`src/one_shot_timer_bank_unit_macros.svh`:
```
// Assertion macros for the timer bank unit.
`ifndef ONE_SHOT_TIMER_BANK_UNIT_MACROS_SVH
`define ONE_SHOT_TIMER_BANK_UNIT_MACROS_SVH

// Same-cycle implication, checked outside reset.
`define OSTB_ASSERT_NOW(lbl, ante, cons, msg) \
    lbl: assert property (@(posedge i_clk) disable iff (!i_rst_n) (ante) |-> (cons)) \
        else $error(msg);

// Next-cycle implication, checked outside reset.
`define OSTB_ASSERT_NEXT(lbl, ante, cons, msg) \
    lbl: assert property (@(posedge i_clk) disable iff (!i_rst_n) (ante) |=> (cons)) \
        else $error(msg);

`endif

```
`src/ostb_pkg.sv`:
```
package ostb_pkg;

    // Default bank size.
    localparam int NUM_TIMERS_DEF = 16;

    // Field widths.
    localparam int ACT_W   = 3;
    localparam int IDX_W   = 4;
    localparam int SECS_W  = 16;
    localparam int COUNT_W = 20;

    // Action codes.
    localparam logic [ACT_W-1:0] ACT_TICK     = 3'd0;
    localparam logic [ACT_W-1:0] ACT_START    = 3'd1;
    localparam logic [ACT_W-1:0] ACT_STOP     = 3'd2;
    localparam logic [ACT_W-1:0] ACT_REGISTER = 3'd3;
    localparam logic [ACT_W-1:0] ACT_RELEASE  = 3'd4;

    // Input transaction.
    typedef struct packed {
        logic [ACT_W-1:0]  action;
        logic [IDX_W-1:0]  timer_index;
        logic [SECS_W-1:0] seconds;
    } t_in;

    // Output transaction.
    typedef struct packed {
        logic [IDX_W-1:0] expired_index;
        logic             last_expiry;
    } t_out;

    // State of one timer.
    typedef struct packed {
        logic               active;
        logic               started;
        logic [COUNT_W-1:0] count;
    } t_timer;

    // Command broadcast to every cell.
    typedef struct packed {
        logic [ACT_W-1:0]   action;
        logic [COUNT_W-1:0] ticks;
    } t_cmd;

endpackage

```
`src/ostb_cell.sv`:
```
module ostb_cell (
    input  logic            i_clk,
    input  logic            i_rst_n,
    input  logic            i_shift,
    input  ostb_pkg::t_timer i_shift_in,
    input  logic            i_sel,
    input  ostb_pkg::t_cmd  i_cmd,
    output ostb_pkg::t_timer o_state
);

    ostb_pkg::t_timer r_timer;
    ostb_pkg::t_timer n_timer;

    // Take the neighbor's record during a walk, or apply a command to this timer.
    always_comb begin
        n_timer = r_timer;
        if (i_shift) begin
            n_timer = i_shift_in;
        end else if (i_sel) begin
            case (i_cmd.action)
                ostb_pkg::ACT_START: begin
                    n_timer.count   = i_cmd.ticks;
                    n_timer.started = 1'b1;
                end
                ostb_pkg::ACT_STOP: begin
                    n_timer.started = 1'b0;
                end
                ostb_pkg::ACT_REGISTER: begin
                    n_timer.active  = 1'b1;
                    n_timer.started = 1'b0;
                    n_timer.count   = '0;
                end
                ostb_pkg::ACT_RELEASE: begin
                    n_timer.active = 1'b0;
                end
                default: begin
                    n_timer = r_timer;
                end
            endcase
        end
    end

    always_ff @(posedge i_clk) begin
        if (!i_rst_n) begin
            r_timer <= '0;
        end else begin
            r_timer <= n_timer;
        end
    end

    assign o_state = r_timer;

endmodule

```
`src/ostb_tick_proc.sv`:
```
module ostb_tick_proc (
    input  ostb_pkg::t_timer i_timer,
    output ostb_pkg::t_timer o_timer,
    output logic             o_expire
);

    // One tick on one timer: count down, or expire a started timer at zero.
    always_comb begin
        o_timer  = i_timer;
        o_expire = 1'b0;
        if (i_timer.active) begin
            if (i_timer.count != '0) begin
                o_timer.count = i_timer.count - ostb_pkg::COUNT_W'(1);
            end else if (i_timer.started) begin
                o_timer.started = 1'b0;
                o_expire        = 1'b1;
            end
        end
    end

endmodule

```
`src/one_shot_timer_bank_unit.sv`:
```
// Start, stop, register and release are written into the selected cell; one transaction
// per cycle while idle. A tick walks the ring of NUM_TIMERS cells, one timer per cycle
// unless a held expiry waits for a stalled output register, then ends in the flush
// state with the final result; the input is stalled until the tick is done.
// An expiry is held until the next one is found or the walk ends; the last result of a
// tick is loaded into the output register from the flush state.
// Synchronous active-low reset clears all flags and counts.
`include "one_shot_timer_bank_unit_macros.svh"

module one_shot_timer_bank_unit #(
    parameter int NUM_TIMERS = ostb_pkg::NUM_TIMERS_DEF
) (
    input  logic           i_clk,
    input  logic           i_rst_n,
    input  logic           i_in_valid,
    input  ostb_pkg::t_in  i_in,
    output logic           o_in_stall,
    output logic           o_out_valid,
    output ostb_pkg::t_out o_out,
    input  logic           i_out_stall
);

    localparam int CW = (NUM_TIMERS > 1) ? $clog2(NUM_TIMERS) : 1;
    localparam int PW = (CW > ostb_pkg::IDX_W) ? CW : ostb_pkg::IDX_W;

    typedef enum logic [2:0] {
        ST_IDLE  = 3'b001,
        ST_WALK  = 3'b010,
        ST_FLUSH = 3'b100
    } t_state;

    t_state r_state;
    t_state n_state;
    logic [CW-1:0] r_pos;
    logic [CW-1:0] n_pos;
    logic r_pend_valid;
    logic n_pend_valid;
    logic [ostb_pkg::IDX_W-1:0] r_pend_idx;
    logic [ostb_pkg::IDX_W-1:0] n_pend_idx;
    logic r_out_valid;
    logic n_out_valid;
    ostb_pkg::t_out r_out;
    ostb_pkg::t_out n_out;

    logic in_acc;
    logic tick_acc;
    logic walking;
    logic in_range;
    logic cmd_valid;
    ostb_pkg::t_cmd cmd;
    logic shift;
    logic can_step;
    logic out_free;
    logic out_load;
    logic expire;
    logic [PW-1:0] pos_ext;
    logic [ostb_pkg::COUNT_W-1:0] secs_ext;
    ostb_pkg::t_timer ring [NUM_TIMERS];
    ostb_pkg::t_timer head_next;

    // Input handshake and command decode.
    assign o_in_stall = (r_state != ST_IDLE);
    assign in_acc     = i_in_valid && (r_state == ST_IDLE);
    assign tick_acc   = in_acc && (i_in.action == ostb_pkg::ACT_TICK);
    assign walking    = (r_state == ST_WALK);
    assign in_range   = (32'(i_in.timer_index) < NUM_TIMERS);
    assign cmd_valid  = in_acc && (i_in.action != ostb_pkg::ACT_TICK) && in_range;
    assign secs_ext   = ostb_pkg::COUNT_W'(i_in.seconds);
    assign cmd.action = i_in.action;
    assign cmd.ticks  = (secs_ext << 3) + (secs_ext << 1);

    // Tick processing at the head of the ring.
    ostb_tick_proc u_proc (
        .i_timer  (ring[0]),
        .o_timer  (head_next),
        .o_expire (expire)
    );

    // Ring of timer cells; the processed head record re-enters at the tail.
    for (genvar g = 0; g < NUM_TIMERS; g++) begin : g_cell
        ostb_pkg::t_timer shift_in;
        logic sel;
        if (g == NUM_TIMERS - 1) begin : g_tail
            assign shift_in = head_next;
        end else begin : g_body
            assign shift_in = ring[g+1];
        end
        assign sel = cmd_valid && (32'(i_in.timer_index) == g);
        ostb_cell u_cell (
            .i_clk      (i_clk),
            .i_rst_n    (i_rst_n),
            .i_shift    (shift),
            .i_shift_in (shift_in),
            .i_sel      (sel),
            .i_cmd      (cmd),
            .o_state    (ring[g])
        );
    end

    // Walk control: the newest expiry is held back until we know whether it is the last.
    assign out_free = !r_out_valid || !i_out_stall;
    assign can_step = !(expire && r_pend_valid && !out_free);
    assign shift    = (r_state == ST_WALK) && can_step;
    assign pos_ext  = PW'(r_pos);

    always_comb begin
        n_state      = r_state;
        n_pos        = r_pos;
        n_pend_valid = r_pend_valid;
        n_pend_idx   = r_pend_idx;
        n_out_valid  = r_out_valid && i_out_stall;
        n_out        = r_out;
        out_load     = 1'b0;
        case (r_state)
            ST_IDLE: begin
                if (tick_acc) begin
                    n_state = ST_WALK;
                    n_pos   = '0;
                end
            end
            ST_WALK: begin
                if (can_step) begin
                    if (expire) begin
                        if (r_pend_valid) begin
                            n_out.expired_index = r_pend_idx;
                            n_out.last_expiry   = 1'b0;
                            n_out_valid         = 1'b1;
                            out_load            = 1'b1;
                        end
                        n_pend_valid = 1'b1;
                        n_pend_idx   = pos_ext[ostb_pkg::IDX_W-1:0];
                    end
                    if (r_pos == CW'(NUM_TIMERS - 1)) begin
                        n_state = ST_FLUSH;
                        n_pos   = '0;
                    end else begin
                        n_pos = r_pos + CW'(1);
                    end
                end
            end
            ST_FLUSH: begin
                if (!r_pend_valid) begin
                    n_state = ST_IDLE;
                end else if (out_free) begin
                    n_out.expired_index = r_pend_idx;
                    n_out.last_expiry   = 1'b1;
                    n_out_valid         = 1'b1;
                    out_load            = 1'b1;
                    n_pend_valid        = 1'b0;
                    n_state             = ST_IDLE;
                end
            end
            default: begin
                n_state = ST_IDLE;
            end
        endcase
    end

    always_ff @(posedge i_clk) begin
        if (!i_rst_n) begin
            r_state      <= ST_IDLE;
            r_pos        <= '0;
            r_pend_valid <= 1'b0;
            r_out_valid  <= 1'b0;
        end else begin
            r_state      <= n_state;
            r_pos        <= n_pos;
            r_pend_valid <= n_pend_valid;
            r_out_valid  <= n_out_valid;
        end
    end

    always_ff @(posedge i_clk) begin
        r_pend_idx <= n_pend_idx;
        r_out      <= n_out;
    end

    assign o_out_valid = r_out_valid;
    assign o_out       = r_out;

    // Checks on the walk sequencing.
    `OSTB_ASSERT_NOW(a_pend_only_busy, r_pend_valid, r_state != ST_IDLE, "pending while idle")
    `OSTB_ASSERT_NEXT(a_tick_starts_walk, tick_acc, walking, "tick did not walk")
    `OSTB_ASSERT_NEXT(a_walk_not_last, walking && out_load, !r_out.last_expiry, "early last")
    `OSTB_ASSERT_NEXT(a_blocked_holds, walking && !can_step, $stable(r_pos), "blocked walk moved")
    `OSTB_ASSERT_NOW(a_load_has_room, out_load, out_free, "output overwritten while stalled")

endmodule
```
`config.mk`:
```
export PLATFORM = sky130hd
export DESIGN_NAME = one_shot_timer_bank_unit
export DESIGN_NICKNAME = d
export VERILOG_FILES = /design/src/ostb_pkg.sv /design/src/ostb_cell.sv /design/src/ostb_tick_proc.sv /design/src/one_shot_timer_bank_unit.sv
export VERILOG_INCLUDE_DIRS = /design/src /design/src/src
export SDC_FILE = /design/constraint.sdc
export NUM_CORES = 1
export LEC_CHECK = 0
export BUFFER_PORTS_ARGS = -buffer_cell sky130_fd_sc_hd__clkbuf_2
export CORE_ASPECT_RATIO = 0.5
export CORE_MARGIN = 2
export CORE_UTILIZATION = 50
export DETAILED_ROUTE_END_ITERATION = 10
export PLACE_DENSITY = 0.66
export SLEW_MARGIN = 30
export SYNTH_ARGS = -nofsm -noshare
export SYNTH_HDL_FRONTEND = slang
export SYNTH_HIERARCHICAL = 1
export SYNTH_SLANG_ARGS = --single-unit
```
`constraint.sdc`:
```
create_clock -name i_clk -period 4.05 [get_ports i_clk]
set_clock_uncertainty 0.1 [all_clocks]
set_input_delay 0.81 -clock i_clk [delete_from_list [all_inputs] [get_ports i_clk]]
set_output_delay 0.81 -clock i_clk [all_outputs]
set_load 0.03 [all_outputs]
```
# == Word level (Yosys, flattened, before mapping) ==
# Index checks and enable logic that the tools add are counted.
# op_classes
bitwise_logic,1
n_eq_ne,32
addsub,3
n_reduce_logical,107
n_mux,68
# ops
operator,count
two-way mux 22 bit,32
AND reduction 2 bit,48
case mux 20 bit (2 select lines),1
== test 4 bit (second input constant),9
nonzero test 2 bit,18
two-way mux 5 bit,5
logical AND 1 bit,23
two-way mux 21 bit,1
adder 19 x 17 -> 20 bit,1
two-way mux 20 bit,1
nonzero test 20 bit,1
subtractor 20 x 1 -> 20 bit (second input constant),1
== test 4 x 3 -> 1 bit (second input constant),4
two-way mux 3 bit,5
two-way mux 1 bit,13
two-way mux 4 bit,3
nonzero test 3 bit,4
!= test 2 bit (second input constant),5
case mux 5 bit (2 select lines),1
== test 3 x 2 -> 1 bit (second input constant),3
case mux 3 bit (3 select lines),1
AND reduction 3 bit,3
== test 4 x 2 -> 1 bit (second input constant),2
case mux 1 bit (2 select lines),4
other kinds (16),22
# totals
inputBits,27
regBits,370
output_inout_bits,7

# == Depth between registers and ports, before layout ==
# logic_depth
depth_word,9
mapped_depth,12

# == By module ==
# Netlist, hierarchy kept.
# modules_own_cells
module,instances,seq_area_each_um2,area_per_inst_um2,cells_per_inst
ostb_cell,16,440.4,1258.7,128
one_shot_timer_bank_unit,1,450.4,1605.3,190
ostb_tick_proc,1,0.0,634.4,94

# == Worst setup path before layout ==
# OpenSTA, ideal clock, no wires.
# synth_timing
path_kind,register -> register
from,reg g_cell[0].u_cell.r_timer (netlist bit g_cell[0].u_cell/o_state[9])
to,reg g_cell[0].u_cell.r_timer (netlist bit g_cell[0].u_cell/o_state[10])
stages_incl_launch_ff,12
arrival_time_ps,3319
path_slack_ps,516
cell_sequence,dfxtp_1 > nor3_1 > nand3_1 > clkbuf_1 > nor3_1 > and3_1 > a21oi_1 > buf_6 > buf_2 > mux2i_1 > nor2_1 > o21a_1
# synth_between
elab_chain_cells,9
# synth_rtl
item,line,text
start: declaration,ostb_cell.sv:11,ostb_pkg::t_timer r_timer;
start signal: assignment,ostb_cell.sv:47,r_timer <= n_timer;
nonzero test 20 bit *,ostb_tick_proc.sv:12,if (i_timer.count != '0) begin
two-way mux 1 bit *,ostb_tick_proc.sv:12,
two-way mux 1 bit *,ostb_tick_proc.sv:11,if (i_timer.active) begin
net expire,one_shot_timer_bank_unit.sv:55,logic expire;
logical AND 1 bit * (2 in series),one_shot_timer_bank_unit.sv:102,assign can_step = !(expire && r_pend_valid && !out_free);
zero test 1 bit *,one_shot_timer_bank_unit.sv:102,
logical AND 1 bit *,one_shot_timer_bank_unit.sv:103,assign shift = (r_state == ST_WALK) && can_step;
net shift,one_shot_timer_bank_unit.sv:51,logic shift;
nonzero test 3 bit (no line) or nonzero test 2 bit (tied branches),--,
AND reduction 2 bit (no line),--,
# Mark *: on every way through the listed nets, which the timed path passes. The rest lies on a longest branch.
# A chain may end at the register's enable or synchronous reset.

# == Worst setup path in the final report ==
# layout_timing
from,reg g_cell[0].u_cell.r_timer (netlist bit g_cell[0].u_cell/o_state[2])
to,reg g_cell[6].u_cell.r_timer (netlist bit g_cell[6].u_cell/o_state[2])
# layout_between
elab_chain_cells,9
# layout_rtl
item,line
nonzero test 20 bit *,ostb_tick_proc.sv:12
two-way mux 1 bit *,ostb_tick_proc.sv:12
two-way mux 1 bit *,ostb_tick_proc.sv:11
net expire,one_shot_timer_bank_unit.sv:55
logical AND 1 bit * (2 in series),one_shot_timer_bank_unit.sv:102
zero test 1 bit *,one_shot_timer_bank_unit.sv:102
logical AND 1 bit *,one_shot_timer_bank_unit.sv:103
net shift,one_shot_timer_bank_unit.sv:51
nonzero test 3 bit (no line) or nonzero test 2 bit (tied branches),--
AND reduction 2 bit (no line),--
end signal: assignment,ostb_cell.sv:47
end: declaration,ostb_cell.sv:11
# Marks and branches as above.

==> run_results.csv <==
group,metric,value,unit
drt,drt_iter0_markers,1435,
floorplan,start_util,51.04,%
layout,final_nets,2352,
critical_path,crit_family,"simple AND/OR/NAND/NOR gates",
yosys,synthTopCellsByArea,"dfxtp_1 (32%), mux2i_1 (14%), o21a_1 (11%), nor3b_2 (9.9%), nor2_1 (5.9%)",
yosys,synth-seq-cells,370,
clock_tree,insertion_delay,0.55,ns
yosys,yosysWarnings,6,
critical_path,path_cells,"or4_1 > nor3_1 > and3_1 > a21oi_4 > buf_12 > nand4bb_4 > nor3b_1 > o21a_1",
floorplan,die_h,153.6,um
sta,relSlewSlack,31.17,%
layout,area_growth,7.391,%
clock_tree,cts_buffers,37,
hold_path,hold_depth,0,
sta,rsz0062_at_grt,"no",
drt,first_pass_iters,6,
global_route,grt_max_degree,122,
clock_tree,cts_setup_buffers,0,
floorplan,num_rows,54,
drt,ant_nets,0,
yosys,syn_area,22380,um^2
critical_path,timing.rr.start,"g_cell[0].u_cell/o_state[2]$_SDFFE_PN0P_",
global_route,grt_first_pass_wirelength,95070,um
place,finalWeightedCongestion,0.8501,
critical_path,r2r_slack,0.46,ns
critical_path,critPathLaunchType,"flop",
critical_path,crit_slowest_cell,"or4_1",
place,postPlaceCellArea,22840,um^2
sta,finalCritPeriodShare,88.64,%
run,maxCapViolCount,0,
sta,max_freq,278.6,MHz
global_route,antenna_found_initial,5,
critical_path,cpPeakStageDelay,0.71,ns
yosys,synth.largest_area_cell,"dfxtp_1",
yosys,ys_async_sr_fraction,0,%
sta,hold_viol_final,0,
drt,post-route-drc-count,0,
hold_path,hold_start,"r_pend_idx[2]$_DFFE_PP_",
critical_path,reg2reg_to,"g_cell[6].u_cell/o_state[2]$_SDFFE_PN0P_",
layout,drive_gt1_share,16.81,%
critical_path,startpoint,"g_cell[0].u_cell/o_state[2]$_SDFFE_PN0P_",
sta,final-setup-viol-count,0,
floorplan,num_io_pins,34,
clock_tree,cts_sinks,370,
sta,maxSlewViolCount,0,
sta,min_period,3.590,ns
drt,via_count,17050,
floorplan,die_area,46570,um^2
place,portBuffers,33,
global_route,gr-usage-all-layers,25.96,%
clock_tree,cts.repair.resized,0,
pwr,ir_worst_vdd,0.0002561,V
layout,instances_no_fill,2921,
clock_tree,tritoncts,"yes",
clock_tree,path_clk_slew,0.06,ns
layout,fin_area,24030,um^2
clock_tree,cts.htree.levels,2,
critical_path,cp.buffers_inverters,1,
critical_path,cp-end-kind,"flop",
yosys,syn_avg_cell_area,9.596,um^2
hold_path,hold_path.class,"reg -> reg",
sta,timing.hold.ws,0.3186,ns
yosys,synth_edf_count,9,
yosys,synth_common_cells,"dfxtp_1 (361), nor2_1 (350), mux2i_1 (322), o21a_1 (322), nor3b_2 (177)",
clock_tree,cts_max_path_buffers,3,
yosys,synth.most_common_cell,"dfxtp_1",
place,place.detailed.hpwl,38430,um
layout,nFillCells,3896,
clock_tree,cts_root_buffer,"clkbuf_16",
drt,routed_wl,60890,um
hold_path,min_to,"o_out[3]$_DFFE_PP_",
yosys,synthCells,2332,
global_route,grt_pass1_vias,15710,
global_route,overflow,0,
pwr,p_total,0.008937,W
yosys,ys.flop_type,"dfxtp_1",
place,dpl.cell_count,2856,
yosys,synth_seq_area_share,33.50,%
clock_tree,ctsHoldBuffers,0,
sta,tns,0,ns
critical_path,crit_fanout,31,
critical_path,cp_data_arrival_time,3.97,ns
critical_path,crit_type,"reg -> reg",
drt,routed_via_density,5.837,
floorplan,core_area,43850,um^2
sta,tightest_slew,1.032,ns
yosys,synthDistinctLibCells,66,
critical_path,reg2regPathDepth,8,
yosys,yosysTopAreaCellShare,32.29,%
pwr,cellPowerDensity,371.9,nW/um^2
critical_path,worstPathRequired,4.43,ns
floorplan,fp.dieW,303.2,um
pwr,leakagePower,8.209,nW
drt,route.detailed.wl_per_inst,20.85,um
run_status,status,"finished, final reports clean",
-- logic make-up after synthesis --
family / after synthesis / synth area share [%]
xor+xnor: 15 / 0.5871
mux: 327 / 14.65
compound gates: 513 / 15.77
fa+ha+maj: 18 / 1.040
other cells: 1 / 0.01676
buf+inv: 223 / 6.212
flops: 370 / 33.50
simple gates: 865 / 28.22
-- report_power, final --
part | internal (W) | total (W) | leakage, nW | switching, W
registers | 0.00373 | 0.00380 | 2.98 | 0.0000680
logic | 0.000676 | 0.00163 | 4.65 | 0.000958
clock network | 0.00199 | 0.00350 | 0.576 | 0.00152
-- how the worst max path moves through the flow --
stage | to | cells after the start
floorplan | g_cell[0].u_cell/o_state[10]$_SDFFE_PN0P_ | 11
global placement | g_cell[6].u_cell/o_state[17]$_SDFFE_PN0P_ | 11
detailed placement | g_cell[4].u_cell/o_state[17]$_SDFFE_PN0P_ | 11
CTS | g_cell[2].u_cell/o_state[2]$_SDFFE_PN0P_ | 8
global route | g_cell[6].u_cell/o_state[3]$_SDFFE_PN0P_ | 8
finish | g_cell[6].u_cell/o_state[2]$_SDFFE_PN0P_ | 8
-- worst reg2reg max path, delay by kind of cell, from the launching register on --
family          cells  cell delay (ns)
simple gates        5             2.46
buf+inv             1             0.22
flops               1             0.43
compound gates      2             0.34
-- metal layers --
metal | up-vias | track usage, % | share of wire (%)
met5 | - | 0 | 0
met4 | 0 | 4.222 | 1.2
met3 | 52 | 4.960 | 6.3
met2 | 383 | 37.90 | 42
met1 | 8366 | 39.74 | 51
li1 | 8249 | - | -
-- sequential cells by signal, summed over array words and instances (netlist names) --
signal,count
o_out,5
pos_ext,4
g_cell.u_cell/o_state,352
r_state,3
o_out_valid,1
r_pend_idx,4
r_pend_valid,1
-- layout make-up --
cell class	instances	area, um^2	share of cell area, %
diodes	1	2.502	0.01041
clock inverters	14	180.2	0.7497
clock buffers	50	994.7	4.139
repair buffers	104	858.3	3.571
flip-flops and latches	370	7497	31.20
multi-input cells	1754	13610	56.65
inverters	40	150.1	0.6247
well taps	588	735.7	3.061
-- metrics by stage --
step                utilization [%]  setup slack [ns]
floorplan                         -            0.5162
global placement              52.10            0.4090
detailed placement            52.10            0.3770
CTS                           54.78            0.5624
global route                  54.80            0.3042
finish                        54.81            0.4603
-- placed cells by master, fill, tap and decap left out, drive strengths merged, types with 7 or more instances in the layout --
cell / n
and4bb: 16
conb: 16
ha: 17
nand4bb: 16
a31oi: 17
nand2b: 20
nor3: 16
nor3b: 325
nor2: 350
a21oi: 56
nand3b: 18
dfxtp: 361
nand3: 13
o21a: 322
xnor2: 13
o21ai: 86
nand4: 19
clkinv: 7
clkbuf: 80
edfxtp: 9
or3: 7
buf: 74
and3b: 16
inv: 42
mux2i: 322
nand2: 24
(Power assumes the default switching activity.)
